`src/rtl/rle8_pkg.sv`:
```
package rle8_pkg;

  // Largest image side the position fields can carry
  localparam int FIELD_LIMIT = 4096;

  // Configuration register indexes
  localparam logic [7:0] REG_IMAGE_WIDTH  = 8'd0;
  localparam logic [7:0] REG_IMAGE_HEIGHT = 8'd1;

  // One decoded result word
  typedef struct packed {
    logic [11:0] column;
    logic [11:0] row;
    logic [7:0]  run_length;
    logic [7:0]  pixel_value;
    logic        clipped;
    logic        image_done;
  } rle8_result_t;

endpackage

```
`src/rtl/rle8_bitmap_decoder.sv`:
```
// Path: an accepted byte enters the input register, and its result then
// goes into the result register.
// Throughput: one byte per cycle; the result register takes a new word in the
// same cycle the old one is taken, so only a stalled result holds the input.
// Reset: synchronous; width and height return to 4096 (clamped to the
// parameters), the parser waits for a count byte at the top row.
module rle8_bitmap_decoder #(
  parameter int MAX_WIDTH  = 4096,
  parameter int MAX_HEIGHT = 4096
) (
  input  logic        clk,
  input  logic        rst,
  input  logic        in_valid,
  output logic        in_ready,
  input  logic [7:0]  data_byte,
  input  logic        frame_start,
  output logic        out_valid,
  input  logic        out_ready,
  output logic [11:0] column,
  output logic [11:0] row,
  output logic [7:0]  run_length,
  output logic [7:0]  pixel_value,
  output logic        clipped,
  output logic        image_done,
  input  logic        cfg_valid,
  output logic        cfg_ready,
  input  logic [7:0]  cfg_index,
  input  logic [12:0] cfg_data
);
  import rle8_pkg::*;

  localparam int WLIM_I = (MAX_WIDTH < FIELD_LIMIT) ? MAX_WIDTH : FIELD_LIMIT;
  localparam int HLIM_I = (MAX_HEIGHT < FIELD_LIMIT) ? MAX_HEIGHT : FIELD_LIMIT;
  localparam logic [12:0] WLIM = 13'(WLIM_I);
  localparam logic [12:0] HLIM = 13'(HLIM_I);
  localparam logic [12:0] RESET_SIZE = 13'(FIELD_LIMIT);

  logic [12:0] image_width;
  logic [12:0] image_height;
  logic [12:0] eff_width;
  logic [12:0] eff_height;

  logic        stage_valid;
  logic [7:0]  stage_byte;
  logic        stage_start;
  logic        consume;
  logic        emit;
  rle8_result_t step_result;
  rle8_result_t out_word;

  // Configuration registers
  assign cfg_ready = 1'b1;

  always_ff @(posedge clk) begin
    if (rst) begin
      image_width  <= RESET_SIZE;
      image_height <= RESET_SIZE;
    end else if (cfg_valid && cfg_ready) begin
      if (cfg_index == REG_IMAGE_WIDTH) begin
        image_width <= cfg_data;
      end else if (cfg_index == REG_IMAGE_HEIGHT) begin
        image_height <= cfg_data;
      end
    end
  end

  // Saturate the sizes into 1..limit
  always_comb begin
    if (image_width == 13'd0) begin
      eff_width = 13'd1;
    end else if (image_width > WLIM) begin
      eff_width = WLIM;
    end else begin
      eff_width = image_width;
    end
    if (image_height == 13'd0) begin
      eff_height = 13'd1;
    end else if (image_height > HLIM) begin
      eff_height = HLIM;
    end else begin
      eff_height = image_height;
    end
  end

  // Drain the input register unless its result would land on a stalled word
  assign consume  = stage_valid && (!out_valid || out_ready || !emit);
  assign in_ready = !stage_valid || consume;

  // Input register
  always_ff @(posedge clk) begin
    if (rst) begin
      stage_valid <= 1'b0;
    end else if (in_ready) begin
      stage_valid <= in_valid;
    end
  end

  always_ff @(posedge clk) begin
    if (in_valid && in_ready) begin
      stage_byte  <= data_byte;
      stage_start <= frame_start;
    end
  end

  rle8_parser #(
    .RESET_ROW (HLIM - 13'd1)
  ) u_parser (
    .clk         (clk),
    .rst         (rst),
    .fire        (consume),
    .data_byte   (stage_byte),
    .frame_start (stage_start),
    .eff_width   (eff_width),
    .eff_height  (eff_height),
    .emit        (emit),
    .result      (step_result)
  );

  // Result register
  always_ff @(posedge clk) begin
    if (rst) begin
      out_valid <= 1'b0;
    end else if (consume && emit) begin
      out_valid <= 1'b1;
    end else if (out_ready) begin
      out_valid <= 1'b0;
    end
  end

  always_ff @(posedge clk) begin
    if (consume && emit) begin
      out_word <= step_result;
    end
  end

  assign column      = out_word.column;
  assign row         = out_word.row;
  assign run_length  = out_word.run_length;
  assign pixel_value = out_word.pixel_value;
  assign clipped     = out_word.clipped;
  assign image_done  = out_word.image_done;

`ifndef SYNTH
  a_end_word_clean: assert property (@(posedge clk) disable iff (rst)
    out_valid && image_done |-> column == 12'd0 && run_length == 8'd0 && !clipped)
    else $error("end-of-image word carries run data");

  a_empty_run_clipped: assert property (@(posedge clk) disable iff (rst)
    out_valid && !image_done && run_length == 8'd0 |-> clipped && column == 12'd0)
    else $error("empty run not flagged as clipped");

  a_run_in_bounds: assert property (@(posedge clk) disable iff (rst)
    out_valid && !image_done |->
      ({2'b0, column} + {6'b0, run_length}) <= {1'b0, eff_width})
    else $error("run extends past image width");

  a_no_loss: assert property (@(posedge clk) disable iff (rst)
    stage_valid && !consume |=> stage_valid && $stable(stage_byte))
    else $error("held input word lost");
`endif

endmodule

```
`src/rtl/rle8_parser.sv`:
```
module rle8_parser #(
  parameter logic [12:0] RESET_ROW = 13'd4095
) (
  input  logic                  clk,
  input  logic                  rst,
  input  logic                  fire,
  input  logic [7:0]            data_byte,
  input  logic                  frame_start,
  input  logic [12:0]           eff_width,
  input  logic [12:0]           eff_height,
  output logic                  emit,
  output rle8_pkg::rle8_result_t result
);
  import rle8_pkg::*;

  localparam logic [2:0] PH_COUNT   = 3'd0;
  localparam logic [2:0] PH_VALUE   = 3'd1;
  localparam logic [2:0] PH_ESCAPE  = 3'd2;
  localparam logic [2:0] PH_DX      = 3'd3;
  localparam logic [2:0] PH_DY      = 3'd4;
  localparam logic [2:0] PH_LITERAL = 3'd5;
  localparam logic [2:0] PH_PAD     = 3'd6;

  localparam logic [7:0] ESC_END_ROW   = 8'd0;
  localparam logic [7:0] ESC_END_IMAGE = 8'd1;
  localparam logic [7:0] ESC_DELTA     = 8'd2;

  logic [2:0]  parse_phase, parse_phase_next;
  logic [12:0] cur_column, cur_column_next;
  logic [12:0] cur_row, cur_row_next;
  logic [7:0]  held_count, held_count_next;
  logic [7:0]  literal_left, literal_left_next;
  logic        literal_odd, literal_odd_next;
  logic [7:0]  delta_columns, delta_columns_next;
  logic        finished, finished_next;

  // State as seen by this word, after an optional frame restart
  logic [2:0]  ph;
  logic [12:0] col;
  logic [12:0] row_now;
  logic        fin;

  // Run arithmetic shared by count runs and literal bytes
  logic [7:0]  run_n;
  logic [12:0] room;
  logic [7:0]  inb;
  logic [7:0]  lit_dec;

  // Add to the column, saturating at the width
  function automatic logic [12:0] col_add(input logic [12:0] c, input logic [7:0] n,
                                          input logic [12:0] w);
    logic [13:0] s;
    s = {1'b0, c} + {6'b0, n};
    col_add = (s > {1'b0, w}) ? w : s[12:0];
  endfunction

  always_comb begin
    ph      = frame_start ? PH_COUNT : parse_phase;
    col     = frame_start ? 13'd0 : cur_column;
    row_now = frame_start ? (eff_height - 13'd1) : cur_row;
    fin     = frame_start ? 1'b0 : finished;

    run_n = (ph == PH_LITERAL) ? 8'd1 : held_count;
    room  = eff_width - col;
    inb   = 8'd0;
    if (col < eff_width) begin
      inb = ({5'b0, run_n} < room) ? run_n : room[7:0];
    end
    lit_dec = (literal_left != 8'd0) ? (literal_left - 8'd1) : 8'd0;
  end

  // Decode one word
  always_comb begin
    parse_phase_next   = ph;
    cur_column_next    = col;
    cur_row_next       = row_now;
    held_count_next    = held_count;
    literal_left_next  = literal_left;
    literal_odd_next   = literal_odd;
    delta_columns_next = delta_columns;
    finished_next      = fin;
    emit               = 1'b0;

    result.column      = (inb != 8'd0) ? col[11:0] : 12'd0;
    result.row         = row_now[11:0];
    result.run_length  = inb;
    result.pixel_value = data_byte;
    result.clipped     = (inb < run_n);
    result.image_done  = 1'b0;

    if (!fin) begin
      case (ph)
        PH_COUNT: begin
          if (data_byte == 8'd0) begin
            parse_phase_next = PH_ESCAPE;
          end else begin
            held_count_next  = data_byte;
            parse_phase_next = PH_VALUE;
          end
        end
        PH_VALUE: begin
          parse_phase_next = PH_COUNT;
          emit             = 1'b1;
          cur_column_next  = col_add(col, run_n, eff_width);
        end
        PH_ESCAPE: begin
          if (data_byte == ESC_END_ROW) begin
            if (row_now == 13'd0) begin
              emit             = 1'b1;
              result           = '0;
              result.image_done = 1'b1;
              finished_next    = 1'b1;
              parse_phase_next = PH_COUNT;
            end else begin
              cur_row_next     = row_now - 13'd1;
              cur_column_next  = 13'd0;
              parse_phase_next = PH_COUNT;
            end
          end else if (data_byte == ESC_END_IMAGE) begin
            emit              = 1'b1;
            result            = '0;
            result.image_done = 1'b1;
            finished_next     = 1'b1;
            parse_phase_next  = PH_COUNT;
          end else if (data_byte == ESC_DELTA) begin
            parse_phase_next = PH_DX;
          end else begin
            literal_left_next = data_byte;
            literal_odd_next  = data_byte[0];
            parse_phase_next  = PH_LITERAL;
          end
        end
        PH_DX: begin
          delta_columns_next = data_byte;
          parse_phase_next   = PH_DY;
        end
        PH_DY: begin
          cur_column_next = col_add(col, delta_columns, eff_width);
          if ({5'b0, data_byte} > row_now) begin
            emit              = 1'b1;
            result            = '0;
            result.image_done = 1'b1;
            finished_next     = 1'b1;
            parse_phase_next  = PH_COUNT;
          end else begin
            cur_row_next     = row_now - {5'b0, data_byte};
            parse_phase_next = PH_COUNT;
          end
        end
        PH_LITERAL: begin
          literal_left_next = lit_dec;
          if (lit_dec == 8'd0) begin
            parse_phase_next = literal_odd ? PH_PAD : PH_COUNT;
          end
          emit            = 1'b1;
          cur_column_next = col_add(col, run_n, eff_width);
        end
        PH_PAD: begin
          parse_phase_next = PH_COUNT;
        end
        default: begin
          parse_phase_next = PH_COUNT;
        end
      endcase
    end
  end

  // Commit the state when the word leaves the input register
  always_ff @(posedge clk) begin
    if (rst) begin
      parse_phase   <= PH_COUNT;
      cur_column    <= 13'd0;
      cur_row       <= RESET_ROW;
      held_count    <= 8'd0;
      literal_left  <= 8'd0;
      literal_odd   <= 1'b0;
      delta_columns <= 8'd0;
      finished      <= 1'b0;
    end else if (fire) begin
      parse_phase   <= parse_phase_next;
      cur_column    <= cur_column_next;
      cur_row       <= cur_row_next;
      held_count    <= held_count_next;
      literal_left  <= literal_left_next;
      literal_odd   <= literal_odd_next;
      delta_columns <= delta_columns_next;
      finished      <= finished_next;
    end
  end

endmodule
```
`config.mk`:
```
export PLATFORM = sky130hd
export DESIGN_NAME = rle8_bitmap_decoder
export DESIGN_NICKNAME = d
export VERILOG_FILES = /design/src/rtl/rle8_pkg.sv /design/src/rtl/rle8_bitmap_decoder.sv /design/src/rtl/rle8_parser.sv
export SDC_FILE = /design/constraint.sdc
export NUM_CORES = 1
export LEC_CHECK = 0
export BUFFER_PORTS_ARGS = -buffer_cell sky130_fd_sc_hd__buf_2
export CORE_MARGIN = 4
export CORE_UTILIZATION = 30
export DETAILED_ROUTE_END_ITERATION = 10
export SLEW_MARGIN = 20
export SYNTH_ARGS = -nofsm -noshare
export SYNTH_HDL_FRONTEND = slang
export SYNTH_HIERARCHICAL = 1
export SYNTH_SLANG_ARGS = --single-unit
```
`constraint.sdc`:
```
create_clock -name clk -period 5.76 [get_ports clk]
set_clock_uncertainty 0.05 [all_clocks]
set_input_delay 0 -clock clk [delete_from_list [all_inputs] [get_ports clk]]
set_output_delay 0 -clock clk [all_outputs]
set_load 0.02 [all_outputs]
```
==> results.sh, run 1 <==
export IMPL_end_kind="flop"
export IMPL_path_buf_inv=4
export IMPL_grt_first_pass_wirelength_mm=52.2
export IMPL_io_pins=80
export IMPL_syn_to_final_growth_pct=20.1
export IMPL_ys_ff_latch=134
export IMPL_cts_tree="yes"
export IMPL_root_buffer="clkbuf_16"
export IMPL_fmax_mhz=185
export IMPL_status="completed"
export IMPL_htree_levels=4
export IMPL_final_min_clock_period_ns=5.42
export IMPL_power_leakage_nw=5.36
export IMPL_cp_arrival_ns=5.63
export IMPL_top_usage_layer="met2"
export IMPL_synth_edf_count=51
export IMPL_dr_pass1_iters=6
export IMPL_drt_wl_total_mm=33.0
export IMPL_hold_viol=0
export IMPL_final_period_utilization_pct=94.0
export IMPL_rsz0062_at_grt="no"
export IMPL_crit_family="compound AO/OA/AOI/OAI gates"
export IMPL_slew_headroom_pct=34.3
export IMPL_grtUsageMet3_pct=3.34
export IMPL_core_area_sq_um=33700
export IMPL_grt_overflow=0
export IMPL_detail_route_wl_per_cell_microns=18.3
export IMPL_p_per_area_nw_per_um2=196
export IMPL_dieArea_sq_um=37400
export IMPL_globalplace_congestion=0.935
export IMPL_cp_required_ns=5.97
export IMPL_grt_pass1_vias=9264
export IMPL_hold_depth=4
export IMPL_power_w=0.00243
export IMPL_ff2ff_path_depth=26
export IMPL_worst_pin_slew_ns=0.975
export IMPL_nFillCells=3463
export IMPL_setup_ws_ns=0.345
export IMPL_setup_viol=0
export IMPL_cts_made_buffers=17
export IMPL_grt_max_degree=43
export IMPL_drive_above_1_share_pct=15.4
export IMPL_ys_types=88
export IMPL_antenna_found_initial=1
export IMPL_via_per_inst=5.33
export IMPL_hp_class="in2reg"
export IMPL_clkSinkCount=134
export IMPL_yosysTopAreaCellShare_pct=16.1
export IMPL_synthFlopType="dfxtp_1"
export IMPL_clk_path_buf_depth=2
export IMPL_regArea_sq_um=3200
export IMPL_vias=9619
export IMPL_dp_slack_ns=-0.170
export IMPL_met1_usage_pct=24.7
export IMPL_grtUsageTotal_pct=17.2
export IMPL_worstPathMaxFanout=8
export IMPL_ir_worst_vdd_mv=0.196
export IMPL_synth_common_cells="nor2_1, dfxtp_1, ha_1"
export IMPL_fin_nets=1462
export IMPL_die_w_microns=193
export IMPL_syn_area_sq_um=10300
export IMPL_seq_area_frac_synth_pct=31.0
export IMPL_clock_latency_ns=0.44
export IMPL_yosysTopAreaCell="dfxtp_1"
export IMPL_drtAntennaViolNets=0
export IMPL_syn_num_nets=1337
export IMPL_dp_hpwl_mm=25.3
export IMPL_slowest_stage="fa_1"
export IMPL_cts_clk_slew_worst_paths_ns=0.06
export IMPL_placementRows=67
export IMPL_startpoint_type="flop"
export IMPL_worstSetupPathType="reg2reg"
export IMPL_tns_ns=0
export IMPL_die_h_microns=193
export IMPL_synth_most_common_cell="nor2_1"
export IMPL_drv_slew=0
export IMPL_initial_utilization_pct=30.6
export IMPL_io_buffers=78
export IMPL_ys_warn_count=6
export IMPL_synthArstFlopShare_pct=0
export IMPL_drc=0
export IMPL_synth_area_leaders="dfxtp_1, edfxtp_1, ha_1, mux2i_1, nor2_1"
export IMPL_n_antenna_cell=0
export IMPL_use_met2_pct=26.1
export IMPL_synthCells=1217
export IMPL_multi_input_area_sq_um=6700
export IMPL_drt_initial_drc_count=732
export IMPL_syn_avg_cell_area_sq_um=8.47
export IMPL_max_cap_viol_count=0
export IMPL_cp_depth=26
export IMPL_slowest_delay_ns=0.42
## placed cells by master, fill, tap and decap left out, drive strengths merged, types with 7 or more instances in the layout
cell / instances
nand2: 70
buf: 126
a21oi: 73
nor4bb: 9
a22oi: 7
dlygate4sd3: 31
o21ai: 49
nand2b: 46
mux2i: 67
clkbuf: 19
or3: 10
ha: 81
a211o: 14
dfxtp: 83
inv: 78
a221oi: 9
and3: 12
or4: 7
nor3: 30
edfxtp: 51
nand3: 28
xor2: 9
o21a: 7
nand4: 13
a21o: 16
nor2: 174
a31oi: 17
o211ai: 8
xnor2: 27
a211oi: 16
nor4: 13
nor2b: 44
## stage by stage
step | utilization [%] | hold WS, ns | std cells | area (sq um)
finish | 36.7 | 0.0622 | 1803 | 12400
floorplan | - | 0.0489 | 1217 | 10300
detailed placement | 33.8 | 0.128 | 1737 | 11400
CTS | 36.5 | 0.0288 | 1801 | 12300
global route | 36.7 | 0.0660 | 1803 | 12400
global placement | 33.8 | 0.130 | 1737 | 11400
## cell type report
type                    instances  share of cell area (%)
multi-input cells             962                    54.1
flip-flops and latches        134                    25.8
repair buffers                157                    8.67
well taps                     448                    4.53
clock buffers                  19                    3.75
inverters                      70                    2.12
clock inverters                13                    1.04
## path summary, 6_finish.rpt
path	slack, ns	to	from
worst max-delay path	0.34	clipped	image_width[6]
worst min-delay path	0.06	image_height[0]	cfg_index[4]
worst max register to register	0.34	clipped	image_width[6]
worst min register to register	0.41	u_parser/cur_column[11]	u_parser/cur_column[11]
## power breakdown
part / internal [W] / switching (W) / total (W) / leakage, nW
clock: 0.000642 / 0.000468 / 0.00111 / 0.292
sequential: 0.000998 / 0.0000170 / 0.00102 / 1.15
combinational: 0.000129 / 0.000177 / 0.000307 / 3.92
total: 0.00177 / 0.000662 / 0.00243 / 5.36
## sequential cells by signal (all words and copies together), names as in the netlist, 3 cells and up
signal                  cells
stage_byte                  8
u_parser/delta_columns      8
row                        12
column                     12
run_length                  8
u_parser/cur_row           13
u_parser/literal_left       8
u_parser/cur_column        13
image_height               13
u_parser/parse_phase        3
pixel_value                 8
u_parser/held_count         8
image_width                13
## logic make-up after synthesis
kind of cell / count (synthesis) / share of synthesized area [%]
XOR/XNOR: 36 / 3.06
other: 1 / 0.0364
AO/OA/AOI/OAI: 276 / 18.5
AND/OR/NAND/NOR: 492 / 24.9
flip-flops: 134 / 31.0
multiplexers: 72 / 7.05
buffers and inverters: 121 / 4.89
adder cells (fa/ha/maj): 85 / 10.6
## timing repair
| item | in CTS | in global routing |
|---|---|---|
| pin swaps | 1 | 6 |
| resized for setup | 2 | 13 |
| hold buffers | 31 | 0 |
| endpoints found under the setup margin | 1 | 3 |
| cloned | 0 | 0 |
| setup buffers | 1 | 2 |
| hold endpoints to repair | 37 | 0 |
## layer usage
| layer | wire length (microns) | part of all wire [%] |
|---|---|---|
| met5 | 0 | 0 |
| met4 | 741 | 2.2 |
| met3 | 2330 | 7.0 |
| met2 | 14400 | 44 |
| met1 | 15500 | 47 |
## tightest hold or removal path, cell delays in order
cell and delay [ns]:
buf_2 0.10, nor4b_4 0.05, and3_2 0.23, mux2i_1 0.12
Power figures use the tool's default switching activity.
==> run 2: changes to the inputs <==
--- a/config.mk
+++ b/config.mk
@@ -8,7 +8,10 @@
 export BUFFER_PORTS_ARGS = -buffer_cell sky130_fd_sc_hd__buf_2
 export CORE_MARGIN = 4
 export CORE_UTILIZATION = 30
+export CTS_BUF_LIST = sky130_fd_sc_hd__clkbuf_4
+export CTS_CLUSTER_DIAMETER = 80
 export DETAILED_ROUTE_END_ITERATION = 10
+export GPL_TIMING_DRIVEN = 1
 export SLEW_MARGIN = 20
 export SYNTH_ARGS = -nofsm -noshare
 export SYNTH_HDL_FRONTEND = slang
==> results.sh, run 2 (synthesis results as in run 1) <==
export IMPL_globalplace_congestion=0.935
export IMPL_final_period_utilization_pct=94.7
export IMPL_via_per_inst=5.34
export IMPL_worstSetupPathType="reg2reg"
export IMPL_io_buffers=78
export IMPL_cp_arrival_ns=5.83
export IMPL_final_min_clock_period_ns=5.45
export IMPL_clkSinkCount=134
export IMPL_htree_levels=4
export IMPL_dp_hpwl_mm=25.3
export IMPL_fin_nets=1465
export IMPL_dr_pass1_iters=6
export IMPL_grt_max_degree=43
export IMPL_rsz0062_at_grt="no"
export IMPL_cts_tree="yes"
export IMPL_detail_route_wl_per_cell_microns=18.3
export IMPL_clk_path_buf_depth=2
export IMPL_drt_wl_total_mm=33.0
export IMPL_grt_first_pass_wirelength_mm=52.1
export IMPL_cts_clk_slew_worst_paths_ns=0.13
export IMPL_drtAntennaViolNets=0
export IMPL_power_w=0.00200
export IMPL_fmax_mhz=183
export IMPL_grt_overflow=0
export IMPL_place_area_sq_um=11400
export IMPL_tns_ns=0
export IMPL_dpl_cell_count=1737
export IMPL_slew_headroom_pct=33.0
export IMPL_worstPathMaxFanout=8
export IMPL_end_kind="flop"
export IMPL_worst_pin_slew_ns=0.995
export IMPL_vias=9661
export IMPL_fin_hold_ws_ns=0.0663
export IMPL_drive_above_1_share_pct=15.8
export IMPL_slowest_delay_ns=0.42
export IMPL_io_pins=80
export IMPL_max_cap_viol_count=0
export IMPL_cp_required_ns=6.13
export IMPL_placementRows=67
export IMPL_syn_to_final_growth_pct=17.7
export IMPL_final_area_sq_um=12100
export IMPL_final_cells=1808
export IMPL_ir_worst_vdd_mv=0.170
export IMPL_startpoint_type="flop"
export IMPL_grtUsageTotal_pct=17.1
export IMPL_status="completed"
export IMPL_setup_viol=0
export IMPL_drc=0
export IMPL_mostFrequentLayoutCells="nor2_1, ha_1, buf_2, dfxtp_1, a21oi_1"
export IMPL_grt_pass1_vias=9250
export IMPL_core_area_sq_um=33700
export IMPL_drt_initial_drc_count=847
export IMPL_p_per_area_nw_per_um2=165
export IMPL_initial_utilization_pct=30.6
export IMPL_dieArea_sq_um=37400
export IMPL_final_common_cell="nor2_1"
export IMPL_die_w_microns=193
export IMPL_antenna_found_initial=2
export IMPL_hold_viol=0
export IMPL_drv_slew=0
export IMPL_hp_class="in2reg"
export IMPL_power_leakage_nw=5.25
export IMPL_die_h_microns=193
export IMPL_slowest_stage="fa_1"
export IMPL_clock_latency_ns=0.61
export IMPL_root_buffer="clkbuf_4"
export IMPL_cts_made_buffers=17
[run 2: final cells by class]
class                   count  area, sq um
repair buffers            160         1100
inverters                  70          263
clock inverters            15          163
fillers                  3495        21600
well taps                 448          561
clock buffers              17          128
flip-flops and latches    134         3200
multi-input cells         962         6710
diodes                      2         5.00
[run 2: metrics by stage]
stage               util [%]  setup slack [ns]
floorplan                  -             0.175
global placement        33.8            -0.116
detailed placement      33.8            -0.170
CTS                     35.7            0.0263
global route            36.0            0.0264
finish                  36.0             0.308
[run 2: worst max-delay path, delay by kind of cell, from the launching register on]
kind	cells	cell delay, ns
flops	1	0.38
simple gates	7	0.77
compound gates	9	1.97
mux	1	0.36
xor+xnor	1	0.19
fa+ha+maj	4	1.14
buf+inv	4	0.42
[run 2: path summary, 6_finish.rpt]
kind	start	endpoint	slack (ns)	depth (start not counted)
worst max-delay path	image_width[7]	clipped	0.31	26
worst min-delay path	data_byte[2]	stage_byte[2]	0.07	2
worst max register to register	image_width[7]	clipped	0.31	26
worst min register to register	u_parser/cur_column[11]	u_parser/cur_column[11]	0.42	1
[run 2: report_power, final]
| group | switching, W | internal [W] |
|---|---|---|
| combinational | 0.000178 | 0.000130 |
| clock | 0.000410 | 0.000267 |
| sequential | 0.0000171 | 0.000998 |
| total | 0.000606 | 0.00140 |
[run 2: repair_timing]
action / in CTS / in global routing
pin swaps: 1 / 6
hold buffers: 34 / 0
gates resized for setup: 2 / 20
setup endpoints to repair: 1 / 2
endpoints found under the hold margin: 77 / 0
buffers inserted: 1 / 2
[run 2: per-layer routing]
| metal | vias up | share of wire, % | track usage, % |
|---|---|---|---|
| met3 | 51 | 6.7 | 3.06 |
| met1 | 4513 | 47 | 24.7 |
| li1 | 4701 | - | - |
| met2 | 396 | 44 | 26.0 |
| met5 | - | 0 | 0 |
| met4 | 0 | 2.4 | 5.40 |
==> run 3: changes to the inputs <==
==> constraint.sdc (replaced) <==
create_clock -name clk -period 5.76 [get_ports clk]
set_clock_uncertainty 0.05 [all_clocks]
set_input_delay 0.576 -clock clk [delete_from_list [all_inputs] [get_ports clk]]
set_output_delay 0.576 -clock clk [all_outputs]
set_load 0.02 [all_outputs]
==> results.sh, run 3 (synthesis results as in run 1) <==
export IMPL_status="completed"
export IMPL_cts_tree="yes"
export IMPL_die_h_microns=193
export IMPL_startpoint_type="flop"
export IMPL_end_kind="flop"
export IMPL_final_cells=1774
export IMPL_p_per_area_nw_per_um2=168
export IMPL_final_area_sq_um=11800
export IMPL_drc=0
export IMPL_grt_max_degree=43
export IMPL_die_w_microns=193
export IMPL_io_buffers=78
export IMPL_drv_slew=0
export IMPL_dpl_cell_count=1737
export IMPL_ir_worst_vdd_mv=0.168
export IMPL_dieArea_sq_um=37400
export IMPL_cts_made_buffers=17
export IMPL_antenna_found_initial=2
export IMPL_setup_viol=0
export IMPL_vias=9528
export IMPL_slew_headroom_pct=31.9
export IMPL_syn_to_final_growth_pct=14.4
export IMPL_hold_viol=0
export IMPL_worst_pin_slew_ns=1.01
export IMPL_dr_pass1_iters=6
export IMPL_wl_met2_mm=14.2
export IMPL_htree_levels=4
export IMPL_grt_overflow=0
export IMPL_final_common_cell="nor2_1"
export IMPL_met3_wirelength_mm=2.39
export IMPL_drtAntennaViolNets=0
export IMPL_fin_nets=1431
export IMPL_utilization_pct=35.0
export IMPL_cp_arrival_ns=5.80
export IMPL_fmax_mhz=184
export IMPL_drive_above_1_share_pct=16.2
export IMPL_worstPathMaxFanout=8
export IMPL_wl_met1_mm=15.5
export IMPL_grtUsageTotal_pct=17.0
export IMPL_final_min_clock_period_ns=5.43
export IMPL_via_per_inst=5.37
export IMPL_drt_wl_total_mm=32.9
export IMPL_mostFrequentLayoutCells="nor2_1, ha_1, buf_2, dfxtp_1, a21oi_1"
export IMPL_max_cap_viol_count=0
export IMPL_cp_required_ns=6.14
export IMPL_placementRows=67
export IMPL_io_pins=80
export IMPL_grt_first_pass_wirelength_mm=51.5
export IMPL_rsz0062_at_grt="no"
export IMPL_nFillCells=3524
export IMPL_initial_utilization_pct=30.6
export IMPL_worstSetupPathType="reg2reg"
export IMPL_dp_hpwl_mm=25.3
export IMPL_power_leakage_nw=5.09
export IMPL_hp_class="in2reg"
export IMPL_top_layer="met4"
export IMPL_drt_initial_drc_count=877
export IMPL_holdBufCountCts=0
export IMPL_clock_latency_ns=0.61
export IMPL_power_w=0.00199
export IMPL_detail_route_wl_per_cell_microns=18.5
export IMPL_globalplace_congestion=0.935
export IMPL_place_area_sq_um=11400
export IMPL_core_area_sq_um=33700
export IMPL_final_period_utilization_pct=94.2
export IMPL_cts_clk_slew_worst_paths_ns=0.13
export IMPL_clk_path_buf_depth=2
export IMPL_clkSinkCount=134
export IMPL_root_buffer="clkbuf_4"
export IMPL_grt_pass1_vias=9065
==> run 3: changes by cell type in the layout (fill, tap and decap cells not counted) <==
| cell | delta |
|---|---|
| dlygate4sd3_1 | -34 |
==> run 3: power by group <==
| group | leakage [nW] | internal (W) | switching [W] | total [W] |
|---|---|---|---|---|
| combinational | 3.79 | 0.000117 | 0.000175 | 0.000293 |
| sequential | 1.15 | 0.000998 | 0.0000170 | 0.00101 |
| clock | 0.157 | 0.000267 | 0.000411 | 0.000678 |
| total | 5.09 | 0.00138 | 0.000603 | 0.00199 |
==> run 3: repair_timing <==
action	4_1_cts	5_1_grt
setup buffers	1	2
pin swaps	1	6
cloned	0	0
gates resized for setup	2	20
endpoints found under the setup margin	1	2
==> run 3: metal layers <==
layer / global-route usage [%] / up-vias
li1: - / 4631
met5: 0 / -
met4: 5.38 / 0
met3: 3.22 / 51
met2: 25.5 / 379
met1: 24.6 / 4467
==> run 3: final cells by class <==
| type | count | area, sq um | area share (%) |
|---|---|---|---|
| Multi-Input combinational cell | 962 | 6710 | 56.9 |
| Sequential cell | 134 | 3200 | 27.1 |
| Timing Repair Buffer | 126 | 763 | 6.47 |
| Tap cell | 448 | 561 | 4.75 |
| Inverter | 70 | 263 | 2.23 |
| Clock inverter | 15 | 163 | 1.38 |
| Clock buffer | 17 | 128 | 1.08 |
| Antenna cell | 2 | 5.00 | 0.0424 |
==> run 3: metrics by stage <==
step	setup slack, ns	TNS (ns)	hold WS (ns)
after global placement	-0.116	-0.116	0.384
final	0.334	0	0.103
after detailed placement	-0.170	-0.170	0.396
after global routing	0.0264	0	0.0510
after floorplan	0.175	0	0.377
after CTS	0.0263	0	0.0484
==> run 3: final timing paths <==
| check | from | to | slack, ns | cells after the start |
|---|---|---|---|---|
| max reg2reg | image_width[7] | clipped | 0.33 | 26 |
| min | data_byte[0] | stage_byte[0] | 0.10 | 1 |
| max | image_width[7] | clipped | 0.33 | 26 |
| min reg2reg | u_parser/cur_column[11] | u_parser/cur_column[11] | 0.42 | 1 |
==> run 3: worst max-delay path: stages, from the launching register on <==
cell,delay (ns)
dfxtp_2,0.38
nor4_2,0.06
a31oi_2,0.23
nor2_2,0.10
inv_1,0.08
ha_1,0.17
inv_1,0.06
fa_1,0.42
and3_1,0.21
a211o_1,0.31
xor2_2,0.19
inv_1,0.07
ha_1,0.31
o2111ai_1,0.12
a21oi_1,0.17
a211oi_2,0.07
o21bai_1,0.23
o2111a_2,0.31
buf_4,0.20
mux2_2,0.36
nor2_1,0.10
ha_1,0.24
and3_1,0.15
nand3_1,0.10
nor4_1,0.06
a211o_1,0.33
a211oi_2,0.18
